<file path="config.mk">
export PLATFORM = sky130hd
export DESIGN_NAME = calendar_date_counter_core
export DESIGN_NICKNAME = d
export VERILOG_FILES = /design/src/cdate_pkg.sv /design/src/cdate_ctrl.sv /design/src/cdate_datapath.sv /design/src/calendar_date_counter_core.sv
export SDC_FILE = /design/constraint.sdc
export NUM_CORES = 1
export LEC_CHECK = 0
export ABC_CLOCK_PERIOD_IN_PS = 20400
export BUFFER_PORTS_ARGS = -buffer_cell sky130_fd_sc_hd__buf_2
export CORE_MARGIN = 5
export CORE_UTILIZATION = 68
export DETAILED_ROUTE_END_ITERATION = 6
export PLACE_DENSITY = 0.84
export SYNTH_ARGS = -nofsm -noshare
export SYNTH_HDL_FRONTEND = slang
export SYNTH_HIERARCHICAL = 1
export SYNTH_SLANG_ARGS = --single-unit
export TNS_END_PERCENT = 20
</file>
<file path="constraint.sdc">
create_clock -name clock -period 20.4 [get_ports clock]
set_input_delay 3.06 -clock clock [delete_from_list [all_inputs] [get_ports clock]]
set_output_delay 3.06 -clock clock [all_outputs]
set_load 0.005 [all_outputs]
</file>
<file path="src/cdate_pkg.sv">
// ----------------------------------------------------------------------------
// cdate_pkg
// Shared types, constants and calendar helpers for the date counter.
// ----------------------------------------------------------------------------
`default_nettype none

package cdate_pkg;

   localparam int YEAR_W  = 12;
   localparam int DAY_W   = 5;
   localparam int MONTH_W = 4;
   localparam int COUNT_W = 16;

   localparam logic [YEAR_W-1:0]  YEAR_TOP     = '1;
   localparam logic [YEAR_W-1:0]  YEAR_SET_MIN = YEAR_W'(1900);
   localparam logic [YEAR_W-1:0]  YEAR_SET_MAX = YEAR_W'(2100);
   localparam logic [MONTH_W-1:0] MONTH_JAN    = MONTH_W'(1);
   localparam logic [MONTH_W-1:0] MONTH_FEB    = MONTH_W'(2);
   localparam logic [MONTH_W-1:0] MONTH_DEC    = MONTH_W'(12);
   localparam logic [DAY_W-1:0]   DAY_FIRST    = DAY_W'(1);
   localparam logic [DAY_W-1:0]   DAY_LONG     = DAY_W'(31);

   // floor(y / 100) as (y * CENT_RECIP) >> CENT_SHIFT, exact for all 12-bit years
   localparam int              CENT_SHIFT = 19;
   localparam logic [12:0]     CENT_RECIP = 13'd5243;
   localparam int              PROD_W     = YEAR_W + 13;
   localparam int              QUOT_W     = PROD_W - CENT_SHIFT;

   typedef enum logic [2:0] {
      REQ_SET  = 3'd0,
      REQ_NEXT = 3'd1,
      REQ_PREV = 3'd2,
      REQ_ADD  = 3'd3,
      REQ_SUB  = 3'd4
   } req_kind_type;

   typedef struct packed {
      logic take;
      logic step;
      logic out_direct;
      logic out_held;
   } ctl_cmd_type;

   typedef struct packed {
      logic run_req;
      logic step_fail;
      logic step_last;
   } ctl_stat_type;

   function automatic logic is_leap(input logic [YEAR_W-1:0] y);
      logic [PROD_W-1:0] prod;
      logic [QUOT_W-1:0] q;
      logic [YEAR_W-1:0] back;
      logic              century;
      prod    = PROD_W'(y) * PROD_W'(CENT_RECIP);
      q       = prod[PROD_W-1:CENT_SHIFT];
      back    = (YEAR_W'(q) << 6) + (YEAR_W'(q) << 5) + (YEAR_W'(q) << 2);
      century = (back == y);
      return (y[1:0] == 2'b00) && (!century || (q[1:0] == 2'b00));
   endfunction

   function automatic logic [DAY_W-1:0] month_days(input logic [MONTH_W-1:0] m,
                                                   input logic leap);
      logic [DAY_W-1:0] len;
      case (m) inside
         MONTH_FEB:                       len = leap ? DAY_W'(29) : DAY_W'(28);
         4'd4, 4'd6, 4'd9, 4'd11:         len = DAY_W'(30);
         default:                         len = DAY_LONG;
      endcase
      return len;
   endfunction

endpackage

`default_nettype wire

</file>
<file path="src/cdate_ctrl.sv">
// ----------------------------------------------------------------------------
// cdate_ctrl
// Transaction sequencing: accept, day-by-day runs, result handoff.
// ----------------------------------------------------------------------------
`default_nettype none

module cdate_ctrl (
   input  wire logic                   clock,
   input  wire logic                   reset,
   input  wire logic                   req_valid,
   output logic                        req_stall,
   output logic                        rsp_valid,
   input  wire logic                   rsp_stall,
   input  wire cdate_pkg::ctl_stat_type stat,
   output cdate_pkg::ctl_cmd_type      cmd
);

   typedef enum logic [1:0] {
      ST_IDLE,
      ST_RUN,
      ST_HOLD
   } state_type;

   state_type state_ff, state_in;
   logic      rsp_valid_ff, rsp_valid_in;
   logic      slot_free;

   assign slot_free = !rsp_valid_ff || !rsp_stall;
   assign req_stall = (state_ff != ST_IDLE);
   assign rsp_valid = rsp_valid_ff;

   always_comb begin
      state_in     = state_ff;
      rsp_valid_in = rsp_valid_ff && rsp_stall;
      cmd          = '0;
      unique case (state_ff)
         ST_IDLE: begin
            if (req_valid) begin
               cmd.take = 1'b1;
               if (stat.run_req) begin
                  state_in = ST_RUN;
               end else if (slot_free) begin
                  cmd.out_direct = 1'b1;
                  rsp_valid_in   = 1'b1;
               end else begin
                  state_in = ST_HOLD;
               end
            end
         end
         ST_RUN: begin
            cmd.step = 1'b1;
            if (stat.step_fail || stat.step_last) begin
               state_in = ST_HOLD;
            end
         end
         ST_HOLD: begin
            if (slot_free) begin
               cmd.out_held = 1'b1;
               rsp_valid_in = 1'b1;
               state_in     = ST_IDLE;
            end
         end
         default: begin
            state_in = ST_IDLE;
         end
      endcase
   end

   always_ff @(posedge clock) begin
      if (reset) begin
         state_ff     <= ST_IDLE;
         rsp_valid_ff <= 1'b0;
      end else begin
         state_ff     <= state_in;
         rsp_valid_ff <= rsp_valid_in;
      end
   end

endmodule

`default_nettype wire

</file>
<file path="src/cdate_datapath.sv">
// ----------------------------------------------------------------------------
// cdate_datapath
// Date registers, single-day step logic, set validation and result register.
// ----------------------------------------------------------------------------
`default_nettype none

module cdate_datapath (
   input  wire logic                              clock,
   input  wire logic                              reset,
   input  wire logic [2:0]                        req_type,
   input  wire logic [cdate_pkg::MONTH_W-1:0]     req_month_in,
   input  wire logic [cdate_pkg::DAY_W-1:0]       req_day_in,
   input  wire logic [cdate_pkg::YEAR_W-1:0]      req_year_in,
   input  wire logic [cdate_pkg::COUNT_W-1:0]     req_step_count,
   input  wire cdate_pkg::ctl_cmd_type            cmd,
   output cdate_pkg::ctl_stat_type                stat,
   output logic [cdate_pkg::DAY_W-1:0]            rsp_day_now,
   output logic [cdate_pkg::MONTH_W-1:0]          rsp_month_now,
   output logic [cdate_pkg::YEAR_W-1:0]           rsp_year_now,
   output logic [cdate_pkg::DAY_W-1:0]            rsp_day_before,
   output logic [cdate_pkg::MONTH_W-1:0]          rsp_month_before,
   output logic [cdate_pkg::YEAR_W-1:0]           rsp_year_before,
   output logic                                   rsp_range_error
);

   localparam int DW = cdate_pkg::DAY_W;
   localparam int MW = cdate_pkg::MONTH_W;
   localparam int YW = cdate_pkg::YEAR_W;
   localparam int CW = cdate_pkg::COUNT_W;

   logic [DW-1:0] cur_day_ff, cur_day_in;
   logic [MW-1:0] cur_month_ff, cur_month_in;
   logic [YW-1:0] cur_year_ff, cur_year_in;
   logic [CW-1:0] steps_ff, steps_in;
   logic [DW-1:0] bef_day_ff, bef_day_in;
   logic [MW-1:0] bef_month_ff, bef_month_in;
   logic [YW-1:0] bef_year_ff, bef_year_in;
   logic          err_ff, err_in;
   logic          dir_back_ff, dir_back_in;

   logic [DW-1:0] out_day_now_ff, out_day_now_in;
   logic [MW-1:0] out_month_now_ff, out_month_now_in;
   logic [YW-1:0] out_year_now_ff, out_year_now_in;
   logic [DW-1:0] out_day_bef_ff, out_day_bef_in;
   logic [MW-1:0] out_month_bef_ff, out_month_bef_in;
   logic [YW-1:0] out_year_bef_ff, out_year_bef_in;
   logic          out_err_ff, out_err_in;

   logic          leap_cur, leap_set;
   logic [DW-1:0] len_cur;

   logic [DW-1:0] fwd_day, bwd_day, set_day, imm_day, run_day;
   logic [MW-1:0] fwd_month, bwd_month, set_month, imm_month, run_month;
   logic [YW-1:0] fwd_year, bwd_year, set_year, imm_year, run_year;
   logic          fwd_fail, bwd_fail, imm_err, run_fail;
   logic          is_run_kind;

   assign leap_cur = cdate_pkg::is_leap(cur_year_ff);
   assign len_cur  = cdate_pkg::month_days(cur_month_ff, leap_cur);

   // one day forward
   always_comb begin
      fwd_day   = cur_day_ff;
      fwd_month = cur_month_ff;
      fwd_year  = cur_year_ff;
      fwd_fail  = 1'b0;
      if (cur_day_ff < len_cur) begin
         fwd_day = cur_day_ff + DW'(1);
      end else if (cur_month_ff < cdate_pkg::MONTH_DEC) begin
         fwd_month = cur_month_ff + MW'(1);
         fwd_day   = cdate_pkg::DAY_FIRST;
      end else if (cur_year_ff == cdate_pkg::YEAR_TOP) begin
         fwd_fail = 1'b1;
      end else begin
         fwd_year  = cur_year_ff + YW'(1);
         fwd_month = cdate_pkg::MONTH_JAN;
         fwd_day   = cdate_pkg::DAY_FIRST;
      end
   end

   // one day back; stepping into a new year lands on 31 December
   always_comb begin
      bwd_day   = cur_day_ff;
      bwd_month = cur_month_ff;
      bwd_year  = cur_year_ff;
      bwd_fail  = 1'b0;
      if (cur_day_ff > cdate_pkg::DAY_FIRST) begin
         bwd_day = cur_day_ff - DW'(1);
      end else if (cur_month_ff > cdate_pkg::MONTH_JAN) begin
         bwd_month = cur_month_ff - MW'(1);
         bwd_day   = cdate_pkg::month_days(cur_month_ff - MW'(1), leap_cur);
      end else if (cur_year_ff == '0) begin
         bwd_fail = 1'b1;
      end else begin
         bwd_year  = cur_year_ff - YW'(1);
         bwd_month = cdate_pkg::MONTH_DEC;
         bwd_day   = cdate_pkg::DAY_LONG;
      end
   end

   // set with validation
   always_comb begin
      set_month = ((req_month_in >= cdate_pkg::MONTH_JAN) &&
                   (req_month_in <= cdate_pkg::MONTH_DEC)) ? req_month_in
                                                           : cdate_pkg::MONTH_JAN;
      set_year  = ((req_year_in >= cdate_pkg::YEAR_SET_MIN) &&
                   (req_year_in <= cdate_pkg::YEAR_SET_MAX)) ? req_year_in
                                                            : cdate_pkg::YEAR_SET_MIN;
      leap_set  = cdate_pkg::is_leap(set_year);
      set_day   = ((req_day_in >= cdate_pkg::DAY_FIRST) &&
                   (req_day_in <= cdate_pkg::month_days(set_month, leap_set)))
                  ? req_day_in : cdate_pkg::DAY_FIRST;
   end

   always_comb begin
      imm_day     = cur_day_ff;
      imm_month   = cur_month_ff;
      imm_year    = cur_year_ff;
      imm_err     = 1'b0;
      is_run_kind = 1'b0;
      case (cdate_pkg::req_kind_type'(req_type))
         cdate_pkg::REQ_SET: begin
            imm_day   = set_day;
            imm_month = set_month;
            imm_year  = set_year;
         end
         cdate_pkg::REQ_NEXT: begin
            imm_day   = fwd_day;
            imm_month = fwd_month;
            imm_year  = fwd_year;
            imm_err   = fwd_fail;
         end
         cdate_pkg::REQ_PREV: begin
            imm_day   = bwd_day;
            imm_month = bwd_month;
            imm_year  = bwd_year;
            imm_err   = bwd_fail;
         end
         cdate_pkg::REQ_ADD, cdate_pkg::REQ_SUB: begin
            is_run_kind = 1'b1;
         end
         default: begin
         end
      endcase
   end

   assign run_day   = dir_back_ff ? bwd_day   : fwd_day;
   assign run_month = dir_back_ff ? bwd_month : fwd_month;
   assign run_year  = dir_back_ff ? bwd_year  : fwd_year;
   assign run_fail  = dir_back_ff ? bwd_fail  : fwd_fail;

   assign stat.run_req   = is_run_kind && (req_step_count != '0);
   assign stat.step_fail = run_fail;
   assign stat.step_last = (steps_ff == CW'(1));

   always_comb begin
      cur_day_in   = cur_day_ff;
      cur_month_in = cur_month_ff;
      cur_year_in  = cur_year_ff;
      steps_in     = steps_ff;
      bef_day_in   = bef_day_ff;
      bef_month_in = bef_month_ff;
      bef_year_in  = bef_year_ff;
      err_in       = err_ff;
      dir_back_in  = dir_back_ff;
      if (cmd.take) begin
         bef_day_in   = cur_day_ff;
         bef_month_in = cur_month_ff;
         bef_year_in  = cur_year_ff;
         cur_day_in   = imm_day;
         cur_month_in = imm_month;
         cur_year_in  = imm_year;
         err_in       = imm_err;
         steps_in     = req_step_count;
         dir_back_in  = (req_type == cdate_pkg::REQ_SUB);
      end else if (cmd.step) begin
         if (run_fail) begin
            err_in   = 1'b1;
            steps_in = '0;
         end else begin
            cur_day_in   = run_day;
            cur_month_in = run_month;
            cur_year_in  = run_year;
            steps_in     = steps_ff - CW'(1);
         end
      end
   end

   always_comb begin
      out_day_now_in   = out_day_now_ff;
      out_month_now_in = out_month_now_ff;
      out_year_now_in  = out_year_now_ff;
      out_day_bef_in   = out_day_bef_ff;
      out_month_bef_in = out_month_bef_ff;
      out_year_bef_in  = out_year_bef_ff;
      out_err_in       = out_err_ff;
      if (cmd.out_direct) begin
         out_day_now_in   = imm_day;
         out_month_now_in = imm_month;
         out_year_now_in  = imm_year;
         out_day_bef_in   = cur_day_ff;
         out_month_bef_in = cur_month_ff;
         out_year_bef_in  = cur_year_ff;
         out_err_in       = imm_err;
      end else if (cmd.out_held) begin
         out_day_now_in   = cur_day_ff;
         out_month_now_in = cur_month_ff;
         out_year_now_in  = cur_year_ff;
         out_day_bef_in   = bef_day_ff;
         out_month_bef_in = bef_month_ff;
         out_year_bef_in  = bef_year_ff;
         out_err_in       = err_ff;
      end
   end

   always_ff @(posedge clock) begin
      if (reset) begin
         cur_day_ff   <= cdate_pkg::DAY_FIRST;
         cur_month_ff <= cdate_pkg::MONTH_JAN;
         cur_year_ff  <= cdate_pkg::YEAR_SET_MIN;
         steps_ff     <= '0;
      end else begin
         cur_day_ff   <= cur_day_in;
         cur_month_ff <= cur_month_in;
         cur_year_ff  <= cur_year_in;
         steps_ff     <= steps_in;
      end
   end

   always_ff @(posedge clock) begin
      bef_day_ff       <= bef_day_in;
      bef_month_ff     <= bef_month_in;
      bef_year_ff      <= bef_year_in;
      err_ff           <= err_in;
      dir_back_ff      <= dir_back_in;
      out_day_now_ff   <= out_day_now_in;
      out_month_now_ff <= out_month_now_in;
      out_year_now_ff  <= out_year_now_in;
      out_day_bef_ff   <= out_day_bef_in;
      out_month_bef_ff <= out_month_bef_in;
      out_year_bef_ff  <= out_year_bef_in;
      out_err_ff       <= out_err_in;
   end

   assign rsp_day_now      = out_day_now_ff;
   assign rsp_month_now    = out_month_now_ff;
   assign rsp_year_now     = out_year_now_ff;
   assign rsp_day_before   = out_day_bef_ff;
   assign rsp_month_before = out_month_bef_ff;
   assign rsp_year_before  = out_year_bef_ff;
   assign rsp_range_error  = out_err_ff;

endmodule

`default_nettype wire

</file>
<file path="src/calendar_date_counter_core.sv">
// ----------------------------------------------------------------------------
// calendar_date_counter_core
// Gregorian date counter: set, single-day and multi-day steps with range hold.
//
//   channel | direction | handshake            | payload
//   req_    | in        | req_valid/req_stall  | type, month, day, year, count
//   rsp_    | out       | rsp_valid/rsp_stall  | date now, date before, error
//
// Set, next, previous, spare-code and zero-count transactions: no stepping; the
// result is loaded into the output register on acceptance.
// Add/subtract of N days: one day stepped per cycle until N days are done or a step
// is held at a range edge, then the result is handed over; input stalled until then.
// Reset gives 1 January 1900 and an empty output register.
// A transaction accepted while the output is stalled waits until it drains.
// ----------------------------------------------------------------------------
`default_nettype none

module calendar_date_counter_core (
   input  wire logic                           clock,
   input  wire logic                           reset,
   input  wire logic                           req_valid,
   output logic                                req_stall,
   input  wire logic [2:0]                     req_type,
   input  wire logic [cdate_pkg::MONTH_W-1:0]  req_month_in,
   input  wire logic [cdate_pkg::DAY_W-1:0]    req_day_in,
   input  wire logic [cdate_pkg::YEAR_W-1:0]   req_year_in,
   input  wire logic [cdate_pkg::COUNT_W-1:0]  req_step_count,
   output logic                                rsp_valid,
   input  wire logic                           rsp_stall,
   output logic [cdate_pkg::DAY_W-1:0]         rsp_day_now,
   output logic [cdate_pkg::MONTH_W-1:0]       rsp_month_now,
   output logic [cdate_pkg::YEAR_W-1:0]        rsp_year_now,
   output logic [cdate_pkg::DAY_W-1:0]         rsp_day_before,
   output logic [cdate_pkg::MONTH_W-1:0]       rsp_month_before,
   output logic [cdate_pkg::YEAR_W-1:0]        rsp_year_before,
   output logic                                rsp_range_error
);

   cdate_pkg::ctl_cmd_type  cmd;
   cdate_pkg::ctl_stat_type stat;

   cdate_ctrl u_ctrl (
      .clock     (clock),
      .reset     (reset),
      .req_valid (req_valid),
      .req_stall (req_stall),
      .rsp_valid (rsp_valid),
      .rsp_stall (rsp_stall),
      .stat      (stat),
      .cmd       (cmd)
   );

   cdate_datapath u_datapath (
      .clock            (clock),
      .reset            (reset),
      .req_type         (req_type),
      .req_month_in     (req_month_in),
      .req_day_in       (req_day_in),
      .req_year_in      (req_year_in),
      .req_step_count   (req_step_count),
      .cmd              (cmd),
      .stat             (stat),
      .rsp_day_now      (rsp_day_now),
      .rsp_month_now    (rsp_month_now),
      .rsp_year_now     (rsp_year_now),
      .rsp_day_before   (rsp_day_before),
      .rsp_month_before (rsp_month_before),
      .rsp_year_before  (rsp_year_before),
      .rsp_range_error  (rsp_range_error)
   );

   // a held step only ever stops at one of the two range edges
   a_err_at_edge : assert property (@(posedge clock) disable iff (reset)
      (rsp_valid && rsp_range_error) |->
         ((rsp_day_now == cdate_pkg::DAY_FIRST) && (rsp_month_now == cdate_pkg::MONTH_JAN) &&
          (rsp_year_now == '0)) ||
         ((rsp_day_now == cdate_pkg::DAY_LONG) && (rsp_month_now == cdate_pkg::MONTH_DEC) &&
          (rsp_year_now == cdate_pkg::YEAR_TOP)))
      else $error("range error reported away from the year range edges");

   a_date_legal : assert property (@(posedge clock) disable iff (reset)
      rsp_valid |-> (rsp_month_now >= cdate_pkg::MONTH_JAN) &&
                    (rsp_month_now <= cdate_pkg::MONTH_DEC) &&
                    (rsp_day_now >= cdate_pkg::DAY_FIRST))
      else $error("result date out of range");

   a_set_result : assert property (@(posedge clock) disable iff (reset)
      (req_valid && !req_stall && (req_type == cdate_pkg::REQ_SET) &&
       (!rsp_valid || !rsp_stall))
      |=> rsp_valid && !rsp_range_error &&
          (rsp_year_now >= cdate_pkg::YEAR_SET_MIN) &&
          (rsp_year_now <= cdate_pkg::YEAR_SET_MAX))
      else $error("set transaction result missing or out of the set range");

endmodule

`default_nettype wire

</file>
==> key figures <==
Worst setup path
  – Reg2Reg Depth: 33
  – Critical Path AT: 14.48 ns
  – CP Depth: 43
  – Worst path slowest cell: fa_1
  – Critical Path Fanout Max: 11
  – Worst Path Buf+Inv: 3
  – Reg-to-reg critical path startpoint: u_datapath/cur_year_ff[10]
  – Required time of the worst setup path: 20.58 ns
  – Critical Path Start Type: input port
  – Worst setup startpoint: req_year_in[0]
  – Element type at the critical path end: register
  – Critical path type: in2reg
  – Critical path's largest stage delay: 0.56 ns
  – Family with the most delay on the worst path: compound AO/OA/AOI/OAI gates

Power
  – PnR Total Power: 1.52 mW
  – Worst VDD drop: 0.115 mV
  – Switching power: 727 µW
  – Leakage: 6.54 nW
  – Internal power: 795 µW
  – Clk pwr share: 0.113
  – Flop pwr share: 0.180
  – Sw frac: 0.478
  – Comb power frac: 0.707
  – Pwr per Cell Area: 108 nW/µm²

Yosys
  – Synthesized netlist cell count: 1492
  – Syn nets: 1834
  – Cell taking the most area after synthesis: ha_1
  – Post-synth top area share: 0.195
  – Main area contributors after synthesis: ha_1 20%, edfxtp_1 15%, fa_1 14%
  – Most numerous cell in the Yosys netlist: inv_1
  – #FFs+latches synth: 106
  – Ys flop type: edfxtp_1
  – Most frequent cells after synthesis: 208 x inv_1, 207 x ha_1, 112 x a21oi_1, 95 x nor2_1, 91 x fa_1
  – Number of enable flip-flop cells after synthesis: 66
  – Avg Cell Area, Syn: 8.89 µm²
  – Cell Area, Synth: 13300 µm²
  – Register area share after synthesis: 0.210
  – Async S/R FF share, synth: 0
  – Unique cell type count in the Yosys netlist: 85
  – Yosys warning count: 6

Job
  – Max-cap violations: 0

Final layout
  – FILL cells: 1490
  – # diodes: 0
  – Finished Core Util: 0.732
  – Nets: 1876
  – Area grow syn2layout: 6.73%
  – Layout cells sized above 1: 0.107

Min path
  – Worst Hold Depth: 2
  – Hold Crit Start: u_datapath/steps_ff[15]
  – Hold WC Path Type: reg2reg

CTS
  – Total CTS buffers: 9
  – Clock root cell: clkbuf_16
  – Worst-case clock buffer depth: 2
  – H-tree depth: 3
  – Clock Sink Count: 106
  – CTS tree: yes
  – Skew-Pair Late Insertion Delay: 0.35 ns
  – Post-CTS Setup Repair Bufs: 0
  – Clk slew on worst S/H paths: 0.07 ns
  – Post-CTS Hold Buffers: 0
  – Cts repair resizes: 0

Timing
  – Tightest Pin Transition: 1.10 ns
  – Final Setup Violations: 0
  – Fmax: 69.9 MHz
  – Setup tns final: 0 ns
  – Tmin final: 14.30 ns
  – Hold Vio Cnt, Final: 0
  – Slew headroom: 0.260
  – RSZ-0062 raised after global routing: false
  – Clock Skew: 0.00808 ns
  – Fin Hold WS: 0.495 ns
  – Fin. max-slew vios: 0
  – Tcrit/Tclk final: 0.701

Global routing
  – Global-route wire length before repair: 58400 µm
  – Vias in the first global route: 11500
  – Initial antenna violation count: 0
  – GRT Util Overall: 0.326
  – Largest net degree at the start of global routing: 60
  – GR Overflow Total: 0

Die
  – Floorplan Core Area: 19300 µm²
  – Initial Utilization: 0.686
  – Full die area: 22400 µm²
  – Ports: 89
  – Chip height: 150 µm
  – Core Rows: 51
  – Die Wd: 150 µm

Routing
  – Wire per inst: 19.9 µm
  – Drt drc: 0
  – Final Routed Wirelength: 35900 µm
  – Drt via density: 6.41
  – Starting DRC count in detailed routing: 1346
  – Drt pass-1 iters: 6
  – Vias: 11600
  – Post-DRT Antenna Nets: 0

Run status
  – Status: complete, no violations

Placed design
  – Post-DP HPWL: 27500 µm
  – IO Port Bufs: 88
  – Routability cong.: 0.998
## worst register-to-register path: cells and delay by family, from the launching register on
| kind | cells | cell delay, ns |
|---|---|---|
| adder cells (fa/ha/maj) | 8 | 3.68 |
| AO/OA/AOI/OAI | 14 | 3.57 |
| AND/OR/NAND/NOR | 4 | 0.99 |
| flip-flops | 1 | 0.78 |
| buffers and inverters | 5 | 0.70 |
| XOR/XNOR | 2 | 0.36 |
## stage by stage
| step | worst slack, ns | cells | instance area, µm² |
|---|---|---|---|
| finish | 6.10 | 1804 | 14200 |
| global route | 5.47 | 1804 | 14200 |
| CTS | 6.29 | 1804 | 14200 |
| detailed placement | 5.92 | 1788 | 13900 |
| global placement | 6.32 | 1788 | 13900 |
| floorplan | 7.46 | 1492 | 13300 |
## worst paths after layout
kind                                                  end  slack (ns)
worst max register to register  u_datapath/rsp_day_now[2]       10.04
worst max-delay path            u_datapath/rsp_day_now[0]        6.10
worst min register to register    u_datapath/steps_ff[15]        0.50
worst min-delay path              u_datapath/steps_ff[15]        0.50
## kinds of logic (layout without fill, tap and decap cells)
family | Yosys count | count (layout) | share of synthesized area
compound gates | 360 | 360 | 0.176
fa+ha+maj | 298 | 298 | 0.333
mux | 32 | 32 | 0.0274
simple gates | 347 | 347 | 0.129
flops | 106 | 106 | 0.210
buf+inv | 282 | 329 | 0.0804
xor+xnor | 67 | 67 | 0.0453
## registers in the layout, indices dropped and copies added, names as in the netlist, 5 cells and up
| name | flops |
|---|---|
| u_datapath/bef_day_ff | 5 |
| u_datapath/cur_day_ff | 5 |
| u_datapath/cur_year_ff | 12 |
| u_datapath/bef_year_ff | 12 |
| u_datapath/steps_ff | 16 |
| u_datapath/rsp_year_before | 12 |
| u_datapath/rsp_year_now | 12 |
| u_datapath/rsp_day_before | 5 |
| u_datapath/rsp_day_now | 5 |
## power by group through the flow
stage	Sequential, mW	Combinational [mW]	Clock (mW)
4_1_cts	0.274	1.06	0.173
3_5_place_dp	0.278	1.05	0
6_report	0.274	1.08	0.172
3_3_place_gp	0.277	0.992	0
2_1_floorplan	0.270	0.815	0
5_1_grt	0.277	1.20	0.182
## cell usage in the layout (no fill, tap or decap), types with 5 or more instances in the layout
| master | netlist | layout |
|---|---|---|
| a21o_1 | 23 | 23 |
| mux2i_1 | 7 | 7 |
| and2_1 | 12 | 11 |
| o21bai_1 | 6 | 6 |
| nand2b_1 | 17 | 17 |
| a31oi_1 | 20 | 20 |
| mux2_2 | 23 | 23 |
| or2_2 | 9 | 9 |
| nand4_1 | 10 | 10 |
| nand2_1 | 86 | 86 |
| o21ai_0 | 72 | 72 |
| xor2_1 | 26 | 26 |
| edfxtp_1 | 66 | 66 |
| o31ai_1 | 9 | 9 |
| nor2_1 | 95 | 95 |
| inv_1 | 208 | 208 |
| buf_4 | 1 | 14 |
| a21oi_1 | 112 | 112 |
| nand3_1 | 20 | 20 |
| buf_2 | 4 | 88 |
| a221oi_1 | 10 | 10 |
| fa_1 | 91 | 91 |
| o32ai_1 | 5 | 5 |
| o211ai_1 | 7 | 7 |
| ha_1 | 207 | 207 |
| clkbuf_16 | 0 | 9 |
| and3_1 | 12 | 12 |
| a211oi_1 | 17 | 17 |
| o22ai_1 | 12 | 12 |
| nor3_1 | 29 | 29 |
| xnor2_1 | 40 | 40 |
| nor2b_1 | 11 | 11 |
| or3_1 | 7 | 7 |
| nor4_1 | 16 | 16 |
| dfxtp_1 | 40 | 40 |
## area by class of cell
| cell class | instances | area, µm² | share of cell area |
|---|---|---|---|
| sequential | 106 | 2780 | 0.197 |
| timing repair buffer | 102 | 546 | 0.0385 |
| tap | 265 | 332 | 0.0234 |
| clock inverter | 6 | 61.3 | 0.00433 |
| inverter | 211 | 792 | 0.0559 |
| clock buffer | 10 | 229 | 0.0162 |
| multi-input combinational | 1104 | 9420 | 0.665 |
## per-layer routing
layer,GRT usage,part of all wire
met1,0.438,0.41
met3,0.0415,0.088
met4,0.134,0.042
met2,0.538,0.46
met5,0,0
No activity file was read; power rests on OpenSTA's default activity.
